`src/sv/assert_macros.svh`:
```
// Assertion macros for the RTL of the heap allocator, used by its top level.
// Expects a clock named clk and an active-low reset named rst_n in scope.
`ifndef ASSERT_MACROS_SVH
`define ASSERT_MACROS_SVH

// Same-cycle implication, disabled during reset.
`define ASSERT_SAME(label, ante, cons) \
    label: assert property (@(posedge clk) disable iff (!rst_n) (ante) |-> (cons)) \
        else $error("same-cycle check failed");

// Next-cycle implication, disabled during reset.
`define ASSERT_NEXT(label, ante, cons) \
    label: assert property (@(posedge clk) disable iff (!rst_n) (ante) |=> (cons)) \
        else $error("next-cycle check failed");

`endif

```
`src/sv/fbha_pkg.sv`:
```
// Package for the heap allocator: request/result types, codes and the
// controller/datapath command set. No dependencies.
`timescale 1ns / 1ps

package fbha_pkg;

    typedef struct packed {
        logic [1:0]  opcode;
        logic [15:0] request_size;
        logic [15:0] free_offset;
    } in_t;

    typedef struct packed {
        logic [15:0] block_offset;
        logic [15:0] granted_size;
        logic [2:0]  status;
        logic [15:0] free_total;
    } out_t;

    localparam logic [1:0] OP_FIRST = 2'd0;
    localparam logic [1:0] OP_BEST  = 2'd1;
    localparam logic [1:0] OP_FREE  = 2'd2;

    localparam logic [2:0] ST_OK     = 3'd0;
    localparam logic [2:0] ST_NOFREE = 3'd1;
    localparam logic [2:0] ST_NOFIT  = 3'd2;
    localparam logic [2:0] ST_BADH   = 3'd3;
    localparam logic [2:0] ST_FULL   = 3'd4;

    typedef logic [3:0] cmd_t;

    localparam cmd_t CMD_IDLE     = 4'd0;
    localparam cmd_t CMD_INIT     = 4'd1;
    localparam cmd_t CMD_START    = 4'd2;
    localparam cmd_t CMD_ASCAN    = 4'd3;
    localparam cmd_t CMD_AEND     = 4'd4;
    localparam cmd_t CMD_UP       = 4'd5;
    localparam cmd_t CMD_SPLIT_LO = 4'd6;
    localparam cmd_t CMD_SPLIT_HI = 4'd7;
    localparam cmd_t CMD_FSCAN    = 4'd8;
    localparam cmd_t CMD_FMERGE   = 4'd9;
    localparam cmd_t CMD_DOWN     = 4'd10;
    localparam cmd_t CMD_LOAD     = 4'd11;

    typedef struct packed {
        logic is_alloc;
        logic is_free;
        logic scan_end;
        logic ff_hit;
        logic alloc_fail;
        logic split;
        logic up_more;
        logic free_hit;
        logic merge_any;
    } stat_t;

endpackage

```
`src/sv/fbha_ctrl.sv`:
```
// Controller state machine of the heap allocator.
// Depends on fbha_pkg for the command codes and the datapath status struct.
`timescale 1ns / 1ps

module fbha_ctrl
(
    input  logic            clk,
    input  logic            rst_n,
    input  logic            in_valid,
    output logic            in_ready,
    output logic            out_valid,
    input  logic            out_ready,
    input  fbha_pkg::stat_t stat,
    output fbha_pkg::cmd_t  cmd
);

    localparam logic [3:0] S_INIT  = 4'd0;
    localparam logic [3:0] S_IDLE  = 4'd1;
    localparam logic [3:0] S_DISP  = 4'd2;
    localparam logic [3:0] S_ASCAN = 4'd3;
    localparam logic [3:0] S_AEND  = 4'd4;
    localparam logic [3:0] S_UP    = 4'd5;
    localparam logic [3:0] S_SPLO  = 4'd6;
    localparam logic [3:0] S_SPHI  = 4'd7;
    localparam logic [3:0] S_FSCAN = 4'd8;
    localparam logic [3:0] S_FMRG  = 4'd9;
    localparam logic [3:0] S_DOWN  = 4'd10;
    localparam logic [3:0] S_DONE  = 4'd11;

    logic [3:0] state_reg;
    logic [3:0] state_next;
    logic       out_valid_reg;
    logic       out_valid_next;

    always_comb
    begin
        state_next = state_reg;
        cmd        = fbha_pkg::CMD_IDLE;
        in_ready   = 1'b0;
        case (state_reg)
            S_INIT:
            begin
                cmd        = fbha_pkg::CMD_INIT;
                state_next = S_IDLE;
            end
            S_IDLE:
            begin
                in_ready = 1'b1;
                if (in_valid)
                begin
                    cmd        = fbha_pkg::CMD_START;
                    state_next = S_DISP;
                end
            end
            S_DISP:
            begin
                if (stat.is_alloc)
                    state_next = S_ASCAN;
                else if (stat.is_free)
                    state_next = S_FSCAN;
                else
                    state_next = S_DONE;
            end
            S_ASCAN:
            begin
                cmd = fbha_pkg::CMD_ASCAN;
                if (stat.scan_end || stat.ff_hit)
                    state_next = S_AEND;
            end
            S_AEND:
            begin
                cmd = fbha_pkg::CMD_AEND;
                if (!stat.alloc_fail && stat.split)
                    state_next = S_UP;
                else
                    state_next = S_DONE;
            end
            S_UP:
            begin
                cmd = fbha_pkg::CMD_UP;
                if (!stat.up_more)
                    state_next = S_SPLO;
            end
            S_SPLO:
            begin
                cmd        = fbha_pkg::CMD_SPLIT_LO;
                state_next = S_SPHI;
            end
            S_SPHI:
            begin
                cmd        = fbha_pkg::CMD_SPLIT_HI;
                state_next = S_DONE;
            end
            S_FSCAN:
            begin
                cmd = fbha_pkg::CMD_FSCAN;
                if (stat.scan_end)
                    state_next = S_DONE;
                else if (stat.free_hit)
                    state_next = S_FMRG;
            end
            S_FMRG:
            begin
                cmd        = fbha_pkg::CMD_FMERGE;
                state_next = stat.merge_any ? S_DOWN : S_DONE;
            end
            S_DOWN:
            begin
                cmd = fbha_pkg::CMD_DOWN;
                if (stat.scan_end)
                    state_next = S_DONE;
            end
            S_DONE:
            begin
                if (!out_valid_reg || out_ready)
                begin
                    cmd        = fbha_pkg::CMD_LOAD;
                    state_next = S_IDLE;
                end
            end
            default:
            begin
                state_next = S_IDLE;
            end
        endcase
    end

    always_comb
    begin
        if (cmd == fbha_pkg::CMD_LOAD)
            out_valid_next = 1'b1;
        else if (out_ready)
            out_valid_next = 1'b0;
        else
            out_valid_next = out_valid_reg;
    end

    always_ff @(posedge clk or negedge rst_n)
    begin
        if (!rst_n)
        begin
            state_reg     <= S_INIT;
            out_valid_reg <= 1'b0;
        end
        else
        begin
            state_reg     <= state_next;
            out_valid_reg <= out_valid_next;
        end
    end

    assign out_valid = out_valid_reg;

endmodule

```
`src/sv/fbha_dp.sv`:
```
// Datapath of the heap allocator: block table memory, scan registers and
// the result register. Depends on fbha_pkg; driven by fbha_ctrl commands.
`timescale 1ns / 1ps

module fbha_dp
#(
    parameter int MAX_BLOCKS = 64
)
(
    input  logic             clk,
    input  logic             rst_n,
    input  fbha_pkg::cmd_t   cmd,
    output fbha_pkg::stat_t  stat,
    input  fbha_pkg::in_t    in_data,
    input  logic [15:0]      heap_size,
    input  logic             cfg_wr,
    input  logic [15:0]      cfg_value,
    output fbha_pkg::out_t   out_data
);

    localparam int IW = (MAX_BLOCKS > 1) ? $clog2(MAX_BLOCKS) : 1;
    localparam int CW = $clog2(MAX_BLOCKS + 1);

    typedef struct packed {
        logic        used;
        logic [15:0] size;
    } ent_t;

    ent_t mem [MAX_BLOCKS];
    ent_t rd_data_reg;

    logic [CW-1:0] ptr_reg, ptr_next;
    logic [CW-1:0] count_reg, count_next;
    logic [1:0]    op_reg, op_next;
    logic [15:0]   req_reg, req_next;
    logic [15:0]   foff_reg, foff_next;
    logic [15:0]   off_reg, off_next;
    logic          any_free_reg, any_free_next;
    logic          found_reg, found_next;
    logic [IW-1:0] pick_reg, pick_next;
    logic [15:0]   pick_size_reg, pick_size_next;
    logic [15:0]   pick_off_reg, pick_off_next;
    logic [IW-1:0] idx_reg, idx_next;
    logic [15:0]   cur_reg, cur_next;
    logic          prev_used_reg, prev_used_next;
    logic [15:0]   prev_size_reg, prev_size_next;
    logic [1:0]    dist_reg, dist_next;
    logic [15:0]   free_reg, free_next;
    logic [15:0]   res_off_reg, res_off_next;
    logic [15:0]   res_size_reg, res_size_next;
    logic [2:0]    res_status_reg, res_status_next;
    fbha_pkg::out_t out_reg, out_next;

    logic          wr_en;
    logic [IW-1:0] wr_addr;
    ent_t          wr_data;

    logic          scan_end;
    logic          fit;
    logic          match;
    logic          upper_free;
    logic          lower_free;
    logic          split_need;
    logic          full;
    logic [16:0]   req_up;
    logic [16:0]   want17;
    logic [15:0]   want;
    logic [CW-1:0] ptr_inc;
    logic [CW-1:0] ptr_back;
    logic [CW-1:0] pick_inc;
    logic [CW-1:0] idx_two;

    always_comb
    begin
        scan_end   = ptr_reg >= count_reg;
        fit        = !rd_data_reg.used && (rd_data_reg.size >= req_reg);
        match      = rd_data_reg.used && (off_reg == foff_reg);
        upper_free = !scan_end && !rd_data_reg.used;
        lower_free = !prev_used_reg;
        // Round up to the 8-unit grain; a zero request still takes one grain.
        req_up     = {1'b0, req_reg} + 17'd7;
        want17     = (req_up[16:3] == 14'd0) ? 17'd8 : {req_up[16:3], 3'b000};
        want       = want17[15:0];
        split_need = want17 < {1'b0, pick_size_reg};
        full       = count_reg == CW'(MAX_BLOCKS);
        ptr_inc    = ptr_reg + 1'b1;
        ptr_back   = ptr_reg - CW'(dist_reg);
        pick_inc   = CW'(pick_reg) + 1'b1;
        idx_two    = CW'(idx_reg) + CW'(2);
    end

    always_comb
    begin
        stat.is_alloc   = (op_reg == fbha_pkg::OP_FIRST) || (op_reg == fbha_pkg::OP_BEST);
        stat.is_free    = op_reg == fbha_pkg::OP_FREE;
        stat.scan_end   = scan_end;
        stat.ff_hit     = !scan_end && fit && !found_reg && (op_reg == fbha_pkg::OP_FIRST);
        stat.alloc_fail = !any_free_reg || !found_reg || (split_need && full);
        stat.split      = split_need;
        stat.up_more    = ptr_reg > CW'(pick_reg);
        stat.free_hit   = !scan_end && match;
        stat.merge_any  = lower_free || upper_free;
    end

    always_comb
    begin
        ptr_next        = ptr_reg;
        count_next      = count_reg;
        op_next         = op_reg;
        req_next        = req_reg;
        foff_next       = foff_reg;
        off_next        = off_reg;
        any_free_next   = any_free_reg;
        found_next      = found_reg;
        pick_next       = pick_reg;
        pick_size_next  = pick_size_reg;
        pick_off_next   = pick_off_reg;
        idx_next        = idx_reg;
        cur_next        = cur_reg;
        prev_used_next  = prev_used_reg;
        prev_size_next  = prev_size_reg;
        dist_next       = dist_reg;
        free_next       = free_reg;
        res_off_next    = res_off_reg;
        res_size_next   = res_size_reg;
        res_status_next = res_status_reg;
        out_next        = out_reg;
        wr_en           = 1'b0;
        wr_addr         = '0;
        wr_data         = rd_data_reg;

        case (cmd)
            fbha_pkg::CMD_INIT:
            begin
                wr_en      = 1'b1;
                wr_data    = '{used: 1'b0, size: heap_size};
                free_next  = heap_size;
                count_next = CW'(1);
            end
            fbha_pkg::CMD_START:
            begin
                op_next         = in_data.opcode;
                req_next        = in_data.request_size;
                foff_next       = in_data.free_offset;
                ptr_next        = '0;
                off_next        = '0;
                any_free_next   = 1'b0;
                found_next      = 1'b0;
                prev_used_next  = 1'b1;
                res_off_next    = '0;
                res_size_next   = '0;
                res_status_next = fbha_pkg::ST_OK;
            end
            fbha_pkg::CMD_ASCAN:
            begin
                if (!scan_end)
                begin
                    if (!rd_data_reg.used)
                        any_free_next = 1'b1;
                    if (fit && (!found_reg || (rd_data_reg.size < pick_size_reg)))
                    begin
                        found_next     = 1'b1;
                        pick_next      = ptr_reg[IW-1:0];
                        pick_size_next = rd_data_reg.size;
                        pick_off_next  = off_reg;
                    end
                    off_next = off_reg + rd_data_reg.size;
                    ptr_next = ptr_inc;
                end
            end
            fbha_pkg::CMD_AEND:
            begin
                if (!any_free_reg)
                    res_status_next = fbha_pkg::ST_NOFREE;
                else if (!found_reg)
                    res_status_next = fbha_pkg::ST_NOFIT;
                else if (split_need)
                begin
                    if (full)
                        res_status_next = fbha_pkg::ST_FULL;
                    else
                        ptr_next = count_reg - 1'b1;
                end
                else
                begin
                    wr_en         = 1'b1;
                    wr_addr       = pick_reg;
                    wr_data       = '{used: 1'b1, size: pick_size_reg};
                    res_off_next  = pick_off_reg;
                    res_size_next = pick_size_reg;
                    free_next     = free_reg - pick_size_reg;
                end
            end
            fbha_pkg::CMD_UP:
            begin
                // Open a hole above the picked block, moving the top entry first.
                if (ptr_reg > CW'(pick_reg))
                begin
                    wr_en    = 1'b1;
                    wr_addr  = ptr_inc[IW-1:0];
                    wr_data  = rd_data_reg;
                    ptr_next = ptr_reg - 1'b1;
                end
            end
            fbha_pkg::CMD_SPLIT_LO:
            begin
                wr_en   = 1'b1;
                wr_addr = pick_reg;
                wr_data = '{used: 1'b0, size: pick_size_reg - want};
            end
            fbha_pkg::CMD_SPLIT_HI:
            begin
                wr_en         = 1'b1;
                wr_addr       = pick_inc[IW-1:0];
                wr_data       = '{used: 1'b1, size: want};
                count_next    = count_reg + 1'b1;
                res_off_next  = pick_off_reg + (pick_size_reg - want);
                res_size_next = want;
                free_next     = free_reg - want;
            end
            fbha_pkg::CMD_FSCAN:
            begin
                if (scan_end)
                    res_status_next = fbha_pkg::ST_BADH;
                else if (match)
                begin
                    idx_next = ptr_reg[IW-1:0];
                    cur_next = rd_data_reg.size;
                    ptr_next = ptr_inc;
                end
                else
                begin
                    prev_used_next = rd_data_reg.used;
                    prev_size_next = rd_data_reg.size;
                    off_next       = off_reg + rd_data_reg.size;
                    ptr_next       = ptr_inc;
                end
            end
            fbha_pkg::CMD_FMERGE:
            begin
                // The entry after the freed one is on the read port here.
                free_next = free_reg + cur_reg;
                wr_en     = 1'b1;
                if (lower_free && upper_free)
                begin
                    wr_addr   = idx_reg - 1'b1;
                    wr_data   = '{used: 1'b0,
                                  size: prev_size_reg + cur_reg + rd_data_reg.size};
                    ptr_next  = idx_two;
                    dist_next = 2'd2;
                end
                else if (lower_free)
                begin
                    wr_addr   = idx_reg - 1'b1;
                    wr_data   = '{used: 1'b0, size: prev_size_reg + cur_reg};
                    ptr_next  = ptr_reg;
                    dist_next = 2'd1;
                end
                else if (upper_free)
                begin
                    wr_addr   = idx_reg;
                    wr_data   = '{used: 1'b0, size: cur_reg + rd_data_reg.size};
                    ptr_next  = idx_two;
                    dist_next = 2'd1;
                end
                else
                begin
                    wr_addr = idx_reg;
                    wr_data = '{used: 1'b0, size: cur_reg};
                end
            end
            fbha_pkg::CMD_DOWN:
            begin
                if (!scan_end)
                begin
                    wr_en    = 1'b1;
                    wr_addr  = ptr_back[IW-1:0];
                    wr_data  = rd_data_reg;
                    ptr_next = ptr_inc;
                end
                else
                    count_next = count_reg - CW'(dist_reg);
            end
            fbha_pkg::CMD_LOAD:
            begin
                out_next = '{block_offset: res_off_reg, granted_size: res_size_reg,
                             status: res_status_reg, free_total: free_reg};
            end
            default:
            begin
            end
        endcase

        // A heap size write restarts the table with one free block.
        if (cfg_wr)
        begin
            wr_en      = 1'b1;
            wr_addr    = '0;
            wr_data    = '{used: 1'b0, size: cfg_value};
            free_next  = cfg_value;
            count_next = CW'(1);
        end
    end

    // Read address follows the next pointer so the data lines up with ptr_reg.
    always_ff @(posedge clk)
    begin
        if (wr_en)
            mem[wr_addr] <= wr_data;
        rd_data_reg <= mem[ptr_next[IW-1:0]];
    end

    always_ff @(posedge clk or negedge rst_n)
    begin
        if (!rst_n)
        begin
            count_reg <= CW'(1);
            ptr_reg   <= '0;
            op_reg    <= fbha_pkg::OP_FIRST;
        end
        else
        begin
            count_reg <= count_next;
            ptr_reg   <= ptr_next;
            op_reg    <= op_next;
        end
    end

    always_ff @(posedge clk)
    begin
        req_reg        <= req_next;
        foff_reg       <= foff_next;
        off_reg        <= off_next;
        any_free_reg   <= any_free_next;
        found_reg      <= found_next;
        pick_reg       <= pick_next;
        pick_size_reg  <= pick_size_next;
        pick_off_reg   <= pick_off_next;
        idx_reg        <= idx_next;
        cur_reg        <= cur_next;
        prev_used_reg  <= prev_used_next;
        prev_size_reg  <= prev_size_next;
        dist_reg       <= dist_next;
        free_reg       <= free_next;
        res_off_reg    <= res_off_next;
        res_size_reg   <= res_size_next;
        res_status_reg <= res_status_next;
        out_reg        <= out_next;
    end

    assign out_data = out_reg;

endmodule

```
`src/sv/first_best_fit_heap_allocator_unit.sv`:
```
// Top level of the heap allocator: configuration port, controller and datapath.
// Depends on fbha_pkg, fbha_ctrl, fbha_dp and assert_macros.svh.
//
//   Channel | Handshake                        | Payload
//   in      | in_valid / in_ready              | in_data  (fbha_pkg::in_t)
//   out     | out_valid / out_ready            | out_data (fbha_pkg::out_t)
//   config  | psel, penable, pwrite, pready    | paddr, pwdata, prdata
//
// A request walks the block table one entry per cycle through the single
// memory read port, and a split or a merge that reshapes the table moves
// the entries above the changed block one by one. After reset the INIT
// state loads the initial block before the first request is taken.
// A finished result waits in the output register while the next request is taken.
`timescale 1ns / 1ps
`include "assert_macros.svh"

module first_best_fit_heap_allocator_unit
#(
    parameter int MAX_BLOCKS = 64
)
(
    input  logic           clk,
    input  logic           rst_n,
    input  logic           in_valid,
    output logic           in_ready,
    input  fbha_pkg::in_t  in_data,
    output logic           out_valid,
    input  logic           out_ready,
    output fbha_pkg::out_t out_data,
    input  logic           psel,
    input  logic           penable,
    input  logic           pwrite,
    input  logic [2:0]     paddr,
    input  logic [31:0]    pwdata,
    output logic [31:0]    prdata,
    output logic           pready
);

    logic [15:0]     heap_reg;
    logic            cfg_wr;
    fbha_pkg::cmd_t  cmd;
    fbha_pkg::stat_t stat;

    assign pready = 1'b1;
    assign cfg_wr = psel && penable && pwrite && (paddr[2] == 1'b0);
    assign prdata = (paddr[2] == 1'b0) ? {16'd0, heap_reg} : 32'd0;

    always_ff @(posedge clk or negedge rst_n)
    begin
        if (!rst_n)
            heap_reg <= 16'd4096;
        else if (cfg_wr)
            heap_reg <= pwdata[15:0];
    end

    fbha_ctrl u_ctrl
    (
        .clk       (clk),
        .rst_n     (rst_n),
        .in_valid  (in_valid),
        .in_ready  (in_ready),
        .out_valid (out_valid),
        .out_ready (out_ready),
        .stat      (stat),
        .cmd       (cmd)
    );

    fbha_dp #(.MAX_BLOCKS(MAX_BLOCKS)) u_dp
    (
        .clk       (clk),
        .rst_n     (rst_n),
        .cmd       (cmd),
        .stat      (stat),
        .in_data   (in_data),
        .heap_size (heap_reg),
        .cfg_wr    (cfg_wr),
        .cfg_value (pwdata[15:0]),
        .out_data  (out_data)
    );

    `ASSERT_NEXT(a_busy_after_accept, in_valid && in_ready, !in_ready)
    `ASSERT_SAME(a_fail_no_grant, out_valid && (out_data.status != fbha_pkg::ST_OK), (out_data.block_offset == 16'd0) && (out_data.granted_size == 16'd0))
    `ASSERT_SAME(a_free_bounded, out_valid, out_data.free_total <= heap_reg)

endmodule
```
`config.mk`:
```
export PLATFORM = sky130hd
export DESIGN_NAME = first_best_fit_heap_allocator_unit
export DESIGN_NICKNAME = d
export VERILOG_FILES = /design/src/sv/fbha_pkg.sv /design/src/sv/fbha_ctrl.sv /design/src/sv/fbha_dp.sv /design/src/sv/first_best_fit_heap_allocator_unit.sv
export VERILOG_INCLUDE_DIRS = /design/src /design/src/sv
export SDC_FILE = /design/constraint.sdc
export NUM_CORES = 2
export LEC_CHECK = 0
export BUFFER_PORTS_ARGS = -buffer_cell sky130_fd_sc_hd__buf_2
export CAP_MARGIN = 15
export CELL_PAD_IN_SITES_DETAIL_PLACEMENT = 1
export CELL_PAD_IN_SITES_GLOBAL_PLACEMENT = 1
export CORE_MARGIN = 2
export CORE_UTILIZATION = 50
export CTS_CLUSTER_SIZE = 20
export DETAILED_ROUTE_END_ITERATION = 7
export GPL_TIMING_DRIVEN = 0
export MAX_ROUTING_LAYER = met4
export PLACE_DENSITY_LB_ADDON = 0.15
export SETUP_SLACK_MARGIN = 0.05
export SLEW_MARGIN = 30
export SYNTH_ARGS = -nofsm -noshare
export SYNTH_HDL_FRONTEND = slang
export SYNTH_HIERARCHICAL = 1
export SYNTH_SLANG_ARGS = --single-unit
```
`constraint.sdc`:
```
create_clock -name clk -period 9.6 [get_ports clk]
set_input_delay 1.44 -clock clk [delete_from_list [all_inputs] [get_ports clk]]
set_output_delay 1.44 -clock clk [all_outputs]
set_load 0.02 [all_outputs]
```
==> After elaboration in Yosys (flattened, before gate mapping) <==
Memories as Yosys holds them, arrays and structs flattened. A register that Yosys moved wholly into a read port is not among the register bits.
Index checks and enable logic that the tools add are counted.
{ "word_totals": {"reg_bits": 268, "ram_bits": 1088, "inputBits": 76, "output_inout_bits": 86, "elab_cells": 259, "memories": 1} }
{ "memory_table": {"columns": ["memory", "words", "word_bits", "read_ports", "rd_clocked_by_memory_dff", "write_ports", "line", "text"], "rows": [
  ["u_dp.mem", 64, 17, 1, 1, 1, "fbha_dp.sv:29", "ent_t mem [MAX_BLOCKS];"]
]} }
{ "op_classes": {"addsub": 19, "n_lt_le_gt_ge": 5, "n_eq_ne": 54, "n_mux": 93, "bitwise": 3, "n_reduce_logical": 56} }
{ "ops": {"columns": ["operator", "n"], "rows": [
  ["$mux W16", 15],
  ["$pmux W16 S3", 3],
  ["$mux W17", 7],
  ["$add A16 B16 Y16", 6],
  ["$pmux W4 S11", 2],
  ["$pmux W17 S5", 1],
  ["$mux W7", 11],
  ["$pmux W16 S4", 1],
  ["$mux W6", 8],
  ["$sub A16 B16 Y16", 3],
  ["$mux W4", 10],
  ["$pmux W6 S6", 1],
  ["$pmux W7 S5", 1],
  ["$eq A4 B3 Y1 const B", 8],
  ["$eq A4 B4 Y1 const B", 8],
  ["$pmux W7 S3", 1],
  ["$ne A2 B2 Y1 const B", 10],
  ["$mux W1", 18],
  ["$reduce_and A3 Y1", 6],
  ["$add A16 B3 Y17 const B", 1],
  ["$lt A17 B16 Y1", 1],
  ["$eq A16 B16 Y1", 1],
  ["$eq A4 B2 Y1 const B", 4],
  ["$ge A16 B16 Y1", 1],
  ["41 further kinds", 102]
]} }

==> Depth between registers and ports, before layout <==
{ "depth": {"word_depth": 11, "mapped_depth": 26} }

==> Hierarchy <==
The synthesis kept the hierarchy.
{ "modules_own_cells": {"columns": ["mod", "n_inst", "cells_per_inst", "area_each_um2", "seq_area_each_um2"], "rows": [
  ["fbha_dp", 1, 4316, 60117.7, 40349.9],
  ["first_best_fit_heap_allocator_unit", 1, 71, 900.9, 401.6],
  ["fbha_ctrl", 1, 63, 513.0, 125.1]
]} }

==> Least setup slack after synthesis <==
No wires, ideal clock.
{ "synth_path": {"kind": "flip-flop to flip-flop", "startpoint": "register u_dp.cur_reg[0]", "endpoint": "memory u_dp/mem[0][15] (netlist name), data pin", "arrival_time_ns": 7.562, "slack_ns": 1.131, "path_stages_with_launch": 22, "synth_period_minus_slack_ns": 8.469, "cell_sequence": "edfxtp_1 -> ha_1 -> fa_1 -> a21o_1 -> a21oi_1 -> o21bai_1 -> a21oi_1 -> o21bai_1 -> a41oi_1 -> nor2b_1 -> xnor2_1 -> ha_1 -> or2_2 -> o31ai_1 -> a31oi_1 -> a211o_1 -> a21oi_1 -> xor2_1 -> nor2_1 -> xnor2_1 -> nor2_1 -> o41ai_1"} }
{ "synth_lines": {"columns": ["item", "line", "text"], "rows": [
  ["from (decl)", "fbha_dp.sv:44", "logic [15:0] cur_reg, cur_next;"],
  ["from (signal assigned)", "fbha_dp.sv:340", "cur_reg <= cur_next;"],
  ["to (decl)", "fbha_dp.sv:29", null]
]} }

==> Worst setup path in the final report <==
{ "layout_path": {"startpoint": "register u_dp.req_reg[3]", "endpoint": "register, netlist name u_dp/rd_data_reg[10]"} }
{ "layout_via": {"elab_chain_cells": 8} }
{ "layout_rtl": {"columns": ["item", "line", "text"], "rows": [
  ["from (decl)", "fbha_dp.sv:35", "logic [15:0] req_reg, req_next;"],
  ["from (signal assigned)", "fbha_dp.sv:331", "req_reg <= req_next;"],
  ["$add A16 B3 Y17 *", "fbha_dp.sv:81", "req_up = {1'b0, req_reg} + 17'd7;"],
  ["$logic_not A14 Y1", "fbha_dp.sv:82", "want17 = (req_up[16:3] == 14'd0) ? 17'd8 : {req_up[16:3], 3'b000};"],
  ["$mux W17 *", "fbha_dp.sv:82", null],
  ["$lt A17 B16 Y1 *", "fbha_dp.sv:84", "split_need = want17 < {1'b0, pick_size_reg};"],
  ["$mux W7 *", "fbha_dp.sv:177", "else if (split_need)"],
  ["$mux W7 *", "fbha_dp.sv:175", "else if (!found_reg)"],
  ["$mux W7 *", "fbha_dp.sv:173", "if (!any_free_reg)"],
  ["$pmux W7 S5 *", "fbha_dp.sv:132", "case (cmd)"]
]} }
Every way passes the cells marked *; elsewhere a longest branch is shown, timed or not. The select of a mux whose other input is x is not followed.
A chain may end at the register's enable or synchronous reset.

==> flow_summary.json <==
{
  "drc": 0,
  "path_cells": "o311ai_4 > nor4_1 > nand3_1 > xnor2_1 > inv_1 > ha_1 > nand4_1 > or3_1 > o221a_2 > o21ai_1 > o211a_1 > o21a_1 > inv_1 > buf_2 > clkbuf_1 > clkbuf_1 > nand2_1 > nand2_1 > o211ai_1 > nand4_1 > nor4_1 > nand3_1",
  "largest_reg_flops": 1088,
  "r2r_cells": 22,
  "synth_area_per_cell_um2": 13.8,
  "cp.arrival_ns": 9.64,
  "first_global_vias": 42400,
  "r2r-end": "u_dp/rd_data_reg[10]",
  "whs_path_depth": 0,
  "antenna_found_initial": 10,
  "fin_crit_sh": 0.951,
  "async_reset_ff_frac": 0.0269,
  "whs_endpoint": "u_dp/out_data[32]",
  "start_util": 0.505,
  "relSlewSlack": 0.296,
  "final_util": 0.586,
  "dieArea_mm2": 0.126,
  "synth_top_family_by_area": "simple AND/OR/NAND/NOR gates",
  "synth-seq-cells": 1373,
  "status": "complete, no violations",
  "final-hold-violation-count": 0,
  "crit_type": "reg2reg",
  "antenna_left": 0,
  "tightest_slew_ns": 1.05,
  "dp.cells": 6316,
  "wl_met3_mm": 15.6,
  "synth_fa_ha_area_frac": 0.0391,
  "top_layer": "met4",
  "syn_inst": 4450,
  "cts_setup_buffers": 0,
  "gr-total-overflow": 0,
  "synth_area_mm2": 0.0615,
  "worstReg2RegStart": "u_dp/req_reg[3]",
  "period_needed_ns": 9.13,
  "ioPinCount": 162,
  "core_area_mm2": 0.122,
  "skew_ns": 0.0470,
  "ys_warn_count": 6,
  "cts_tree": "done",
  "slowest_stage": "nor4_1",
  "clk_latency_ns": 0.79,
  "synth-xor-area-share": 0.0231,
  "numCtsBuffers": 145,
  "critical_path.max_fanout": 11,
  "min_path_type": "reg2reg",
  "crit_path_max_incr_delay_ns": 1.01,
  "nets": 5102,
  "fp.dieW_um": 355,
  "synth_area_leaders": "edfxtp_1 64%, mux4_2 5.5%, nand2_1 5.0%",
  "synth_compound_area_frac": 0.0848,
  "synth_mux_area_frac": 0.0589,
  "track_usage": 0.331,
  "die_h_um": 355,
  "cts.repair.resized": 0,
  "drtIter0Drc": 5045,
  "wl_met1_mm": 83.4,
  "setup_viol": 0,
  "grt_max_degree": 40,
  "slew_violations": 0,
  "rrSetupSlack_ns": 0.47,
  "cp-start-kind": "register",
  "cpLargestDelayFamily": "simple AND/OR/NAND/NOR gates",
  "vias_per_cell": 6.34,
  "synth-simple-area-share": 0.105,
  "synth.distinct_cells": 96,
  "clock_sinks": 1373,
  "root_buffer": "clkbuf_16",
  "dp_hpwl_mm": 145,
  "wl_mm": 202,
  "tns_ns": 0,
  "num_rows": 128,
  "seq_area_frac_synth": 0.664,
  "port_buffers": 126,
  "rsz0062_at_grt": "false",
  "cp_num_buf_inv": 5,
  "htree_levels": 4,
  "fin_cells": 6584,
  "cts.reportedPaths.clkPinSlew_ns": 0.06,
  "cap_viol_max_count": 0,
  "fmax_mhz": 109,
  "worstHoldStart": "u_dp/res_size_reg[13]",
  "cp.required_ns": 10.10,
  "synth_edf_count": 1319,
  "met2_length_mm": 95.2,
  "hold_buffers": 0,
  "place_congestion": 0.942,
  "synth_top_area_cell": "edfxtp_1",
  "grt_pass1_wl_mm": 293,
  "clk_path_buf_depth": 3,
  "first_pass_iters": 8,
  "worstSetupEndpointType": "register",
  "synth_top_area_frac": 0.644,
  "layout-drive-gt1-share": 0.168,
  "synth-main-ff-cell": "edfxtp_1",
  "area_growth_pct": 16.0,
  "wire_per_inst_um": 30.7,
  "num_vias": 41700
}
[placed cells by master (no fill, tap or decap), types with 54 or more instances in the layout]
cell / n
nor2_1: 108
inv_1: 122
o21ai_0: 121
xnor2_1: 123
clkbuf_16: 149
nand2_1: 821
clkbuf_1: 150
buf_2: 181
a21oi_1: 115
nor2_4: 54
mux4_2: 149
ha_1: 178
edfxtp_1: 1319
nand3_1: 184
o211ai_1: 141
[worst reg2reg max path, stage by stage (launching register included)]
cell      delay [ns]
edfxtp_1        0.46
o311ai_4        0.16
nor4_1          0.79
nand3_1         0.24
xnor2_1         0.85
inv_1           0.12
ha_1            0.44
nand4_1         0.26
or3_1           0.45
o221a_2         0.30
o21ai_1         0.42
o211a_1         0.27
o21a_1          0.34
inv_1           0.20
buf_2           0.27
clkbuf_1        0.41
clkbuf_1        0.36
nand2_1         0.14
nand2_1         0.07
o211ai_1        0.37
nand4_1         0.54
nor4_1          1.01
nand3_1         0.39
[area by class of cell]
type,instances,area [um^2]
fillers,11700,50500
repair buffers,227,2390
well taps,1625,2030
diodes,5,12.5
inverters,123,462
multi-input cells,2747,19900
clock inverters,68,671
flip-flops and latches,1373,40900
plain buffers,222,1060
clock buffers,194,3950
[Yosys cell counts, drive strengths merged, types with 112 or more instances]
cell and instances:
edfxtp 1319, nand2 822, nor2 191, nand3 184
ha 178, mux4 149, o211ai 141, o21ai 125
a21oi 124, xnor2 123, inv 122, clkbuf 112
[metal layers]
layer  up-vias  track usage
met4         0        0.116
met1     21700        0.452
li1      17700            -
met2      1944        0.511
met3       419       0.0484
met5         -            -
[metrics by stage]
step	hold slack (ns)	setup WS (ns)	instance area, um^2
6_report	0.407	0.466	71400
5_1_grt	0.421	0.381	71400
4_1_cts	0.417	0.810	71300
3_5_place_dp	0.406	0.936	66700
3_3_place_gp	0.401	-3.32	64300
2_1_floorplan	0.400	1.13	61600
[cells by family (layout without fill, tap and decap cells)]
kind of cell	count (synthesis)	after routing
muxes	170	170
AOI/OAI and AO/OA	748	748
xor gates and xnor gates	162	162
adders and majority gates	187	187
other	2	22
buffers and inverters	345	834
DFF	1373	1373
and+or+nand+nor	1463	1463
[worst max-delay path by stage]
stage                           end             from  slack [ns]  cells after the start
6_report       u_dp/rd_data_reg[10]  u_dp/req_reg[3]        0.47                     22
3_3_place_gp       u_dp/mem[43][15]  u_dp/cur_reg[1]       -3.32                     18
2_1_floorplan       u_dp/mem[0][15]  u_dp/cur_reg[0]        1.13                     21
4_1_cts         u_dp/rd_data_reg[8]  u_dp/req_reg[3]        0.81                     22
5_1_grt         u_dp/rd_data_reg[8]  u_dp/req_reg[3]        0.38                     22
3_5_place_dp    u_dp/rd_data_reg[8]  u_dp/req_reg[3]        0.94                     22
Power is left out: the tool's default activity adds up to more than one toggle a clock period on the data nets, which glitch-free logic cannot reach.
